## config.mk

```make
export PLATFORM = sky130hd
export DESIGN_NAME = soldering_iron_temperature_controller_top
export DESIGN_NICKNAME = d
export VERILOG_FILES = /design/src/sv/sitc_pkg.sv /design/src/sv/soldering_iron_temperature_controller_top.sv
export VERILOG_INCLUDE_DIRS = /design/src /design/src/sv
export SDC_FILE = /design/constraint.sdc
export NUM_CORES = 1
export LEC_CHECK = 0
export BUFFER_PORTS_ARGS = -buffer_cell sky130_fd_sc_hd__buf_2
export CORE_ASPECT_RATIO = 0.9
export CORE_MARGIN = 2
export CORE_UTILIZATION = 31
export DETAILED_ROUTE_END_ITERATION = 8
export PLACE_DENSITY = 0.44
export SETUP_SLACK_MARGIN = 0.5
export SYNTH_ARGS = -nofsm -noshare
export SYNTH_HDL_FRONTEND = slang
export SYNTH_SLANG_ARGS = --single-unit
```

## constraint.sdc

```tcl
create_clock -name clk -period 8.4 [get_ports clk]
set_input_delay 0.42 -clock clk [delete_from_list [all_inputs] [get_ports clk]]
set_output_delay 0.42 -clock clk [all_outputs]
set_load 0.05 [all_outputs]
```

## src/sv/soldering_iron_temperature_controller_top_defines.svh

```systemverilog
// Assertion macros for the soldering iron temperature controller.
`ifndef SOLDERING_IRON_TEMPERATURE_CONTROLLER_TOP_DEFINES_SVH
`define SOLDERING_IRON_TEMPERATURE_CONTROLLER_TOP_DEFINES_SVH
// Implication checked on every clock edge outside reset.
`define SITC_ASSERT(lbl, ante, cons) \
  lbl: assert property (@(posedge clk) disable iff (!rst_n) (ante) |-> (cons)) \
    else $error("assertion failed");
// Next-cycle implication.
`define SITC_ASSERT_NXT(lbl, ante, cons) \
  lbl: assert property (@(posedge clk) disable iff (!rst_n) (ante) |=> (cons)) \
    else $error("assertion failed");
`endif

```

## src/sv/sitc_pkg.sv

```systemverilog
// Package: controller states, phases, display sources and codes, modes, knob codes and register indexes.
package sitc_pkg;
  typedef enum logic [4:0] {
    ST_CHECK_RDY = 5'd0, ST_CHECK = 5'd1, ST_IDLE_RDY = 5'd2, ST_IDLE = 5'd3,
    ST_SHOW_RDY = 5'd4, ST_SHOW = 5'd5, ST_CTRL_RDY = 5'd6, ST_CTRL = 5'd7,
    ST_SET_RDY = 5'd8, ST_SET = 5'd9, ST_ALARM_RDY = 5'd10, ST_ALARM = 5'd11,
    ST_WARN_RDY = 5'd12, ST_WARN = 5'd13, ST_CAL_RDY = 5'd14, ST_CAL = 5'd15,
    ST_SLEEP_RDY = 5'd16, ST_SLEEP = 5'd17
  } state_t;
  typedef enum logic [1:0] {PH_HEAT = 2'd0, PH_OVER = 2'd1, PH_NOHEAT = 2'd2,
                            PH_BAL = 2'd3} phase_t;
  typedef enum logic [1:0] {SRC_TARGET = 2'd0, SRC_MEASURED = 2'd1,
                            SRC_OFFSET = 2'd2} src_t;
  localparam logic [2:0] TXT_CLEAN = 3'd0, TXT_OFF = 3'd1, TXT_SLEEP = 3'd2,
                         TXT_CAL = 3'd3, TXT_SERR = 3'd4, TXT_HERR = 3'd5;
  localparam logic [1:0] MODE_TICK = 2'd0, MODE_STEP = 2'd1, MODE_POWER = 2'd2;
  localparam logic [1:0] KNOB_DOWN = 2'd1, KNOB_UP = 2'd2;
  localparam logic [2:0] REG_HYST = 3'd0, REG_SADC = 3'd1, REG_TMIN = 3'd2,
                         REG_TMAX = 3'd3, REG_OMIN = 3'd4, REG_OMAX = 3'd5,
                         REG_TINIT = 3'd6, REG_OINIT = 3'd7;
endpackage

```

## src/sv/soldering_iron_temperature_controller_top.sv

```systemverilog
// Top level: soldering iron temperature controller, one request per cycle while the output register is not stalled.
//  channel | direction | handshake            | payload
//  in_     | input     | in_valid / in_ready  | mode, temp, adc, knob, button, hold
//  out_    | output    | out_valid / out_ready| display settings, flags, save pulse
//  cfg_    | input     | cfg_valid / cfg_ready| cfg_index, cfg_data
// Each request is handled without a pipeline: state updates at acceptance and the
// result lands in a single output register. in_ready is high whenever that
// register is empty or is being emptied, so requests flow back to back.
// rst_n is synchronous; configuration writes are always taken.
`include "soldering_iron_temperature_controller_top_defines.svh"
module soldering_iron_temperature_controller_top
  import sitc_pkg::*;
(
  input  logic               clk,
  input  logic               rst_n,
  input  logic               in_valid,
  output logic               in_ready,
  input  logic [1:0]         in_mode,
  input  logic [9:0]         in_measured_temp,
  input  logic [11:0]        in_sensor_adc,
  input  logic [1:0]         in_knob_turn,
  input  logic               in_button_pressed,
  input  logic [9:0]         in_long_press_count,
  output logic               out_valid,
  input  logic               out_ready,
  output logic [4:0]         out_controller_state,
  output logic [1:0]         out_work_phase,
  output logic               out_show_number,
  output logic signed [10:0] out_shown_value,
  output logic [2:0]         out_text_word,
  output logic               out_blink,
  output logic               out_running_dot,
  output logic               out_heating_dot,
  output logic               out_sensor_fault,
  output logic               out_heater_fault,
  output logic               out_save_pulse,
  input  logic               cfg_valid,
  output logic               cfg_ready,
  input  logic [2:0]         cfg_index,
  input  logic [11:0]        cfg_data
);
  logic [7:0] hyst_r; logic [11:0] sadc_r; logic [9:0] tmin_r, tmax_r;
  logic signed [7:0] omin_r, omax_r;

  state_t st_r, st_nxt; phase_t ph_r, ph_nxt;
  logic [7:0] stm_r, stm_nxt, htm_r, htm_nxt;
  logic [9:0] tgt_r, tgt_nxt, start_r, start_nxt;
  logic signed [7:0] ofs_r, ofs_nxt, sav_r, sav_nxt;
  logic armed_r, armed_nxt, sflag_r, sflag_nxt, hflag_r, hflag_nxt;
  logic dnum_r, dnum_nxt, dblink_r, dblink_nxt, drun_r, drun_nxt, dheat_r, dheat_nxt;
  src_t dsrc_r, dsrc_nxt; logic [2:0] dtext_r, dtext_nxt;
  logic save;
  logic signed [10:0] shown;

  logic acc;
  assign in_ready  = !out_valid || out_ready;
  assign acc       = in_valid && in_ready;
  assign cfg_ready = 1'b1;

  // initial target and offset only matter at reset, which restores the defaults
  always_ff @(posedge clk) begin
    if (!rst_n) begin
      hyst_r <= 8'd5; sadc_r <= 12'd4000; tmin_r <= 10'd200; tmax_r <= 10'd480;
      omin_r <= -8'sd50; omax_r <= 8'sd50;
    end else if (cfg_valid) begin
      unique case (cfg_index)
        REG_HYST:  hyst_r  <= cfg_data[7:0];
        REG_SADC:  sadc_r  <= cfg_data;
        REG_TMIN:  tmin_r  <= cfg_data[9:0];
        REG_TMAX:  tmax_r  <= cfg_data[9:0];
        REG_OMIN:  omin_r  <= cfg_data[7:0];
        REG_OMAX:  omax_r  <= cfg_data[7:0];
        default: ;
      endcase
    end
  end

  logic signed [11:0] diff, band, drop, mag;
  logic signed [8:0] odn, oup;
  logic [10:0] tup;
  logic [9:0] meas;
  assign meas = in_measured_temp;
  always_comb begin
    st_nxt = st_r; ph_nxt = ph_r; stm_nxt = stm_r; htm_nxt = htm_r;
    tgt_nxt = tgt_r; start_nxt = start_r; ofs_nxt = ofs_r; sav_nxt = sav_r;
    armed_nxt = armed_r; sflag_nxt = sflag_r; hflag_nxt = hflag_r;
    dnum_nxt = dnum_r; dblink_nxt = dblink_r; drun_nxt = drun_r; dheat_nxt = dheat_r;
    dsrc_nxt = dsrc_r; dtext_nxt = dtext_r; save = 1'b0;
    diff = $signed({2'b0, meas}) - $signed({2'b0, tgt_r});
    band = $signed({4'b0, hyst_r});
    drop = $signed({2'b0, start_r}) - $signed({2'b0, meas});
    mag  = drop[11] ? -drop : drop;
    odn  = 9'(ofs_r) - 9'sd1;
    oup  = 9'(ofs_r) + 9'sd1;
    tup  = {1'b0, tgt_r} + 11'd1;
    if (in_mode == MODE_TICK) begin
      if (stm_r != 8'hFF) stm_nxt = stm_r + 8'd1;
      if (htm_r != 8'hFF) htm_nxt = htm_r + 8'd1;
    end else if (in_mode == MODE_POWER) begin
      if (st_r != ST_IDLE) st_nxt = ST_IDLE_RDY;
    end else if (in_mode == MODE_STEP) begin
      unique case (st_r)
        ST_CHECK_RDY: begin
          dnum_nxt = 1'b0; dtext_nxt = TXT_CLEAN; dblink_nxt = 1'b0;
          drun_nxt = 1'b0; dheat_nxt = 1'b0; stm_nxt = 8'd0; st_nxt = ST_CHECK;
        end
        ST_CHECK: if (stm_r > 8'd3) st_nxt = ST_SHOW_RDY;
        ST_IDLE_RDY: begin
          dnum_nxt = 1'b0; dtext_nxt = TXT_OFF; dblink_nxt = 1'b0;
          drun_nxt = 1'b0; dheat_nxt = 1'b0; st_nxt = ST_IDLE;
        end
        ST_SHOW_RDY: begin
          stm_nxt = 8'd0; dnum_nxt = 1'b1; dsrc_nxt = SRC_TARGET; dblink_nxt = 1'b1;
          drun_nxt = 1'b0; dheat_nxt = 1'b0; st_nxt = ST_SHOW;
        end
        ST_SHOW: if (stm_r > 8'd15) st_nxt = ST_CTRL_RDY;
        ST_CTRL_RDY: begin
          htm_nxt = 8'd0; sflag_nxt = 1'b0; hflag_nxt = 1'b0; armed_nxt = 1'b0;
          dnum_nxt = 1'b1; drun_nxt = 1'b0; dblink_nxt = 1'b0;
          stm_nxt = 8'd0; st_nxt = ST_CTRL;
        end
        ST_CTRL: begin
          dsrc_nxt = (ph_r == PH_BAL) ? SRC_TARGET : SRC_MEASURED;
          unique case (ph_r)
            PH_HEAT:   if (!diff[11]) ph_nxt = PH_OVER;
            PH_OVER:   if (diff[11]) ph_nxt = PH_BAL;
            PH_NOHEAT: if (diff <= 0) ph_nxt = PH_BAL;
            default: begin
              if (diff > band) ph_nxt = PH_NOHEAT;
              if (diff < -band) ph_nxt = PH_HEAT;
            end
          endcase
          if (in_sensor_adc < sadc_r) dheat_nxt = meas < tgt_r;
          else begin
            sflag_nxt = 1'b1; st_nxt = ST_ALARM_RDY;
          end
          if (!armed_r) begin
            if (ph_nxt == PH_HEAT) begin
              start_nxt = meas; armed_nxt = 1'b1; htm_nxt = 8'd0;
            end
            dblink_nxt = 1'b0;
          end else if (ph_nxt == PH_HEAT) begin
            dblink_nxt = drop > 12'sd100;
            if (htm_r > 8'd100 && meas < 10'd90 && mag < 12'sd4) begin
              st_nxt = ST_ALARM_RDY; hflag_nxt = 1'b1;
            end
          end else armed_nxt = 1'b0;
          if (in_knob_turn == KNOB_DOWN || in_knob_turn == KNOB_UP) st_nxt = ST_SET_RDY;
          if (in_long_press_count > 10'd300 && ph_nxt == PH_BAL) st_nxt = ST_WARN_RDY;
        end
        ST_SLEEP_RDY: begin
          dnum_nxt = 1'b1; dsrc_nxt = SRC_MEASURED; dblink_nxt = 1'b0;
          drun_nxt = 1'b0; dheat_nxt = 1'b0; st_nxt = ST_SLEEP;
        end
        ST_SLEEP: begin
          dnum_nxt = 1'b0; dtext_nxt = TXT_SLEEP; dblink_nxt = 1'b0;
          drun_nxt = 1'b0; dheat_nxt = 1'b0;
        end
        ST_SET_RDY: begin
          stm_nxt = 8'd0; dnum_nxt = 1'b1; dsrc_nxt = SRC_TARGET; dblink_nxt = 1'b0;
          drun_nxt = 1'b0; dheat_nxt = 1'b0; st_nxt = ST_SET;
        end
        ST_SET: begin
          if (in_knob_turn == KNOB_DOWN) begin
            // at or below the floor (also when target is 0) clamp to it
            tgt_nxt = (tgt_r <= tmin_r + 10'd1 || tgt_r == 10'd0) ? tmin_r
                      : tgt_r - 10'd1;
            if (tmin_r == 10'h3FF && tgt_r != 10'd0) tgt_nxt = tmin_r;
            stm_nxt = 8'd0;
          end else if (in_knob_turn == KNOB_UP) begin
            tgt_nxt = (tup > {1'b0, tmax_r}) ? tmax_r : tup[9:0];
            stm_nxt = 8'd0;
          end
          if (in_button_pressed || stm_nxt > 8'd25) begin
            save = 1'b1; st_nxt = ST_CTRL_RDY;
          end
        end
        ST_WARN_RDY: begin
          dnum_nxt = 1'b0; dtext_nxt = TXT_CAL; dblink_nxt = 1'b0;
          drun_nxt = 1'b1; dheat_nxt = 1'b0; st_nxt = ST_WARN; stm_nxt = 8'd0;
        end
        ST_WARN: if (stm_r > 8'd15) st_nxt = ST_CAL_RDY;
        ST_CAL_RDY: begin
          dnum_nxt = 1'b1; dsrc_nxt = SRC_OFFSET; dblink_nxt = 1'b1;
          drun_nxt = 1'b0; dheat_nxt = 1'b0; stm_nxt = 8'd0; st_nxt = ST_CAL;
        end
        ST_CAL: begin
          if (in_knob_turn == KNOB_DOWN) begin
            ofs_nxt = (odn < 9'(omin_r)) ? omin_r : odn[7:0];
            stm_nxt = 8'd0;
          end else if (in_knob_turn == KNOB_UP) begin
            ofs_nxt = (oup > 9'(omax_r)) ? omax_r : oup[7:0];
            stm_nxt = 8'd0;
          end
          if (in_button_pressed) begin
            save = 1'b1; sav_nxt = ofs_nxt; st_nxt = ST_CTRL_RDY;
          end
          if (stm_nxt > 8'd50) begin
            ofs_nxt = sav_nxt; st_nxt = ST_CTRL_RDY;
          end
        end
        ST_ALARM_RDY: begin
          dnum_nxt = 1'b0; drun_nxt = 1'b0; dblink_nxt = 1'b1; st_nxt = ST_ALARM;
        end
        ST_ALARM: begin
          dtext_nxt = sflag_r ? TXT_SERR : TXT_HERR;
          if (hflag_r) begin
            dheat_nxt = 1'b1;
            if (meas > 10'd90) st_nxt = ST_CTRL_RDY;
          end else begin
            dheat_nxt = 1'b0;
            if (in_sensor_adc < sadc_r) st_nxt = ST_CTRL_RDY;
          end
        end
        default: ;
      endcase
    end
    shown = 11'sd0;
    if (dnum_nxt) begin
      case (dsrc_nxt)
        SRC_MEASURED: shown = $signed({1'b0, meas});
        SRC_OFFSET:   shown = 11'(ofs_nxt);
        default:      shown = $signed({1'b0, tgt_nxt});
      endcase
    end
  end

  always_ff @(posedge clk) begin
    if (!rst_n) begin
      st_r <= ST_CHECK_RDY; ph_r <= PH_HEAT; stm_r <= 8'd0; htm_r <= 8'd0;
      tgt_r <= 10'd300; ofs_r <= 8'sd0; sav_r <= 8'sd0; armed_r <= 1'b0;
      start_r <= 10'd0; sflag_r <= 1'b0; hflag_r <= 1'b0;
      dnum_r <= 1'b0; dblink_r <= 1'b0; drun_r <= 1'b0; dheat_r <= 1'b0;
      dsrc_r <= SRC_TARGET; dtext_r <= TXT_CLEAN; out_valid <= 1'b0;
    end else begin
      if (acc) begin
        st_r <= st_nxt; ph_r <= ph_nxt; stm_r <= stm_nxt; htm_r <= htm_nxt;
        tgt_r <= tgt_nxt; ofs_r <= ofs_nxt; sav_r <= sav_nxt; armed_r <= armed_nxt;
        start_r <= start_nxt; sflag_r <= sflag_nxt; hflag_r <= hflag_nxt;
        dnum_r <= dnum_nxt; dblink_r <= dblink_nxt; drun_r <= drun_nxt;
        dheat_r <= dheat_nxt; dsrc_r <= dsrc_nxt; dtext_r <= dtext_nxt;
        out_valid <= 1'b1;
      end else if (out_ready) out_valid <= 1'b0;
    end
  end

  always_ff @(posedge clk) begin
    if (acc) begin
      out_controller_state <= st_nxt; out_work_phase <= ph_nxt;
      out_show_number <= dnum_nxt; out_shown_value <= shown;
      out_text_word <= dtext_nxt; out_blink <= dblink_nxt;
      out_running_dot <= drun_nxt; out_heating_dot <= dheat_nxt;
      out_sensor_fault <= sflag_nxt; out_heater_fault <= hflag_nxt;
      out_save_pulse <= save;
    end
  end

  `SITC_ASSERT(a_ready, out_valid && !out_ready, !in_ready)
  `SITC_ASSERT(a_save, save, in_mode == MODE_STEP && (st_r == ST_SET || st_r == ST_CAL))
  `SITC_ASSERT_NXT(a_tmr, acc && in_mode == MODE_POWER && st_r != ST_IDLE, st_r == ST_IDLE_RDY)
endmodule

```

==> impl_metrics.py <==
metrics = {
    "cts": {
        "cts_sinks": 156,
        "clk_latency_ns": 0.45,
        "h-tree-depth": 4,
        "clockBufferDepth": 2,
        "cts_setup_buffers": 0,
        "cts.reportedPaths.clkPinSlew_ns": 0.07,
        "numCtsBuffers": 17,
        "post_cts_resized": 0,
        "ctsRootBufferMaster": "clkbuf_16",
        "cts_hold_buf": 0,
        "cts_tree": "built",
    },
    "worst_setup_path": {
        "cp_slowest_stage_delay_ns": 0.55,
        "ff2ff_path_depth": 17,
        "critPathCaptureType": "register",
        "r2r_end": "htm_r[7]$_SDFFE_PN0P_",
        "arrival_ns": 5.50,
        "cpMostUsedCell": "a21oi_1",
        "critPathKind": "reg2reg",
        "crit_fanout": 12,
        "reg2reg_from": "tgt_r[5]$_SDFFE_PN1P_",
        "crit_chain": "inv_1 > ha_1 > a21oi_1 > nor2b_1 > o21ai_0 > a31oi_1 > a311oi_1 > ha_1 > a21oi_1 > nor2b_1 > o41ai_2 > o211ai_2 > o211ai_2 > nand4_1 > or4_1 > or3b_1 > a21oi_1",
        "crit_slowest_cell": "or4_1",
        "critPathLaunchType": "register",
        "required_ns": 8.78,
        "regToRegSetupSlack_ns": 3.28,
    },
    "pwr": {
        "p_switching_uw": 608,
        "p_int_mw": 1.30,
        "powerDensity_mw_per_mm2": 141,
        "swShare": 0.318,
        "pwr-share-seq": 0.418,
        "p_leak_nw": 5.36,
        "p_total_mw": 1.91,
        "combPwrFrac": 0.169,
        "vdd_drop_max_mv": 0.0832,
        "clkPwrFrac": 0.413,
    },
    "min_path": {
        "min_path_type": "in2reg",
        "hold_path_end": "sadc_r[10]$_SDFFE_PN1P_",
        "hp-start": "cfg_data[10]",
        "hold_path_depth": 3,
    },
    "cells_and_area": {
        "fillCellCount": 4140,
        "final_core_util": 0.353,
        "fin_nets": 1793,
        "drive_gt1_frac": 0.100,
        "final_cells": 2172,
        "diodes": 0,
        "area_growth_pct": 11.9,
        "stdcell_area_mm2": 0.0136,
    },
    "synthesis": {
        "yosys_warnings": 0,
        "synth_nets": 1759,
        "yosys_register_bits": 156,
        "synth.avg_cell_area_um2": 7.58,
        "yosysSeqAreaShare": 0.281,
        "synth_most_common_cell": "nand2_1",
        "ys_async_sr_fraction": 0,
        "synthCells": 1600,
        "synth_edf_count": 28,
        "syn_area_mm2": 0.0121,
        "synth_top_area_frac": 0.211,
        "ys_top_cells_by_count": "nand2_1, nor2_1, dfxtp_1, a21oi_1, inv_1",
        "synth_area_leaders": "dfxtp_1, ha_1, edfxtp_1",
        "synth_top_cell_by_area": "dfxtp_1",
        "synth_cell_type_count": 81,
        "synthFlopType": "dfxtp_1",
    },
    "drt": {
        "dr.pass1.iters": 5,
        "viasPerCell": 5.50,
        "detail_route.wl_per_cell_um": 19.7,
        "drtIter0Drc": 867,
        "drtAntennaViolNets": 0,
        "via_count": 12000,
        "drcViolationCount": 0,
        "routed_wl_mm": 42.8,
    },
    "global_route": {
        "met3_usage": 0.0347,
        "antenna_found_initial": 0,
        "grt_usage": 0.211,
        "grt_overflow": 0,
        "grt_pass1_vias": 11300,
        "busiest_layer": "met2",
        "grt_use_met1": 0.299,
        "grt_pass1_wl_mm": 66.0,
        "grt_max_degree": 55,
        "use_met2": 0.328,
    },
    "sta": {
        "fin_worst_hold_slack_ns": 0.189,
        "tns_ns": 0,
        "slew_headroom": 0.232,
        "max_freq_mhz": 195,
        "fin_ws_ns": 3.28,
        "rsz0062_at_grt": "false",
        "layout_min_cycle_time_ns": 5.12,
        "finalSetupViolations": 0,
        "hold_viol_final": 0,
        "skew_ns": 0.0106,
        "period_share": 0.609,
        "slew_violations": 0,
        "tightest_slew_ns": 1.14,
    },
    "floorplanning": {
        "die_x_um": 212,
        "initial_core_util": 0.315,
        "core_mm2": 0.0385,
        "dieArea_mm2": 0.0407,
        "die_y_um": 192,
        "rows": 68,
        "boundaryPins": 88,
    },
    "outcome": {
        "status": "complete, no violations",
    },
    "place": {
        "place.gp.congestion": 0.913,
        "place_ws_ns": 3.35,
        "dp.cells": 2139,
        "placed_area_mm2": 0.0130,
        "dp_hpwl_mm": 32.3,
        "portBuffers": 86,
    },
    "job": {
        "cap_viol_max_count": 0,
    },
}
-- state kept, by name, indices dropped and copies added (netlist names), 2 cells and up --
register	cells
tgt_r	10
ofs_r	8
st_r	5
tmin_r	10
omax_r	8
out_text_word	3
sadc_r	12
dsrc_r	2
omin_r	8
start_r	10
tmax_r	10
ph_r	2
out_controller_state	5
out_shown_value	11
hyst_r	8
htm_r	8
out_work_phase	2
dtext_r	3
stm_r	8
sav_r	8
-- cells in the final DEF (no fill, tap or decap), types with 18 or more instances in the layout --
cell type,instances
o211ai_1,40
nand2_1,197
edfxtp_1,28
nor3_1,57
a21oi_1,124
ha_1,100
nand3_1,62
dfxtp_1,128
a21o_1,29
a211oi_1,21
or3_1,18
xnor2_1,35
inv_1,105
buf_2,87
o21ai_0,103
a31oi_1,24
nor2_1,137
mux2i_1,22
-- cell type report --
type	instances	area (µm²)	share of cell area
Sequential cell	156	3400	0.251
Inverter	108	405	0.0299
Clock inverter	15	153	0.0113
Clock buffer	17	425	0.0314
Tap cell	525	657	0.0484
Multi-Input combinational cell	1251	7980	0.589
Timing Repair Buffer	100	533	0.0393
-- critical path, delay by kind of cell, from the launching register on --
family | cells | cell delay, ns
simple gates | 5 | 1.40
flops | 1 | 0.49
fa+ha+maj | 2 | 0.76
buf+inv | 1 | 0.16
compound gates | 9 | 2.24
-- power by group through the flow --
stage               Sequential (mW)  Clock (mW)  Combinational, mW
CTS                           0.799       0.814              0.323
global placement              0.816           0              0.321
floorplan                     0.841           0              0.187
global route                  0.801       0.842              0.355
detailed placement            0.816           0              0.321
finish                        0.799       0.790              0.324
-- cell families after synthesis --
kind of cell | after synthesis | synth area share
buffers and inverters | 193 | 0.0611
AOI/OAI and AO/OA | 481 | 0.265
and+or+nand+nor | 594 | 0.231
xor gates and xnor gates | 50 | 0.0361
muxes | 23 | 0.0191
adders and majority gates | 102 | 0.107
other | 1 | 0.000309
DFF | 156 | 0.281
-- worst max path at each step --
| stage | start | end | cells after the start |
|---|---|---|---|
| 6_report | tgt_r[5]$_SDFFE_PN1P_ | htm_r[7]$_SDFFE_PN0P_ | 17 |
| 5_1_grt | tgt_r[6]$_SDFFE_PN0P_ | htm_r[7]$_SDFFE_PN0P_ | 16 |
| 4_1_cts | tgt_r[5]$_SDFFE_PN1P_ | htm_r[7]$_SDFFE_PN0P_ | 17 |
| 3_5_place_dp | tgt_r[5]$_SDFFE_PN1P_ | htm_r[7]$_SDFFE_PN0P_ | 17 |
| 3_3_place_gp | tgt_r[5]$_SDFFE_PN1P_ | htm_r[7]$_SDFFE_PN0P_ | 17 |
| 2_1_floorplan | tgt_r[5]$_SDFFE_PN1P_ | htm_r[7]$_SDFFE_PN0P_ | 19 |
-- per-layer routing --
layer,up-vias,share of wire
met5,-,0
li1,5907,-
met3,44,0.053
met4,0,0.019
met2,339,0.44
met1,5662,0.49
Note: power is estimated with default switching activity, not from simulation.
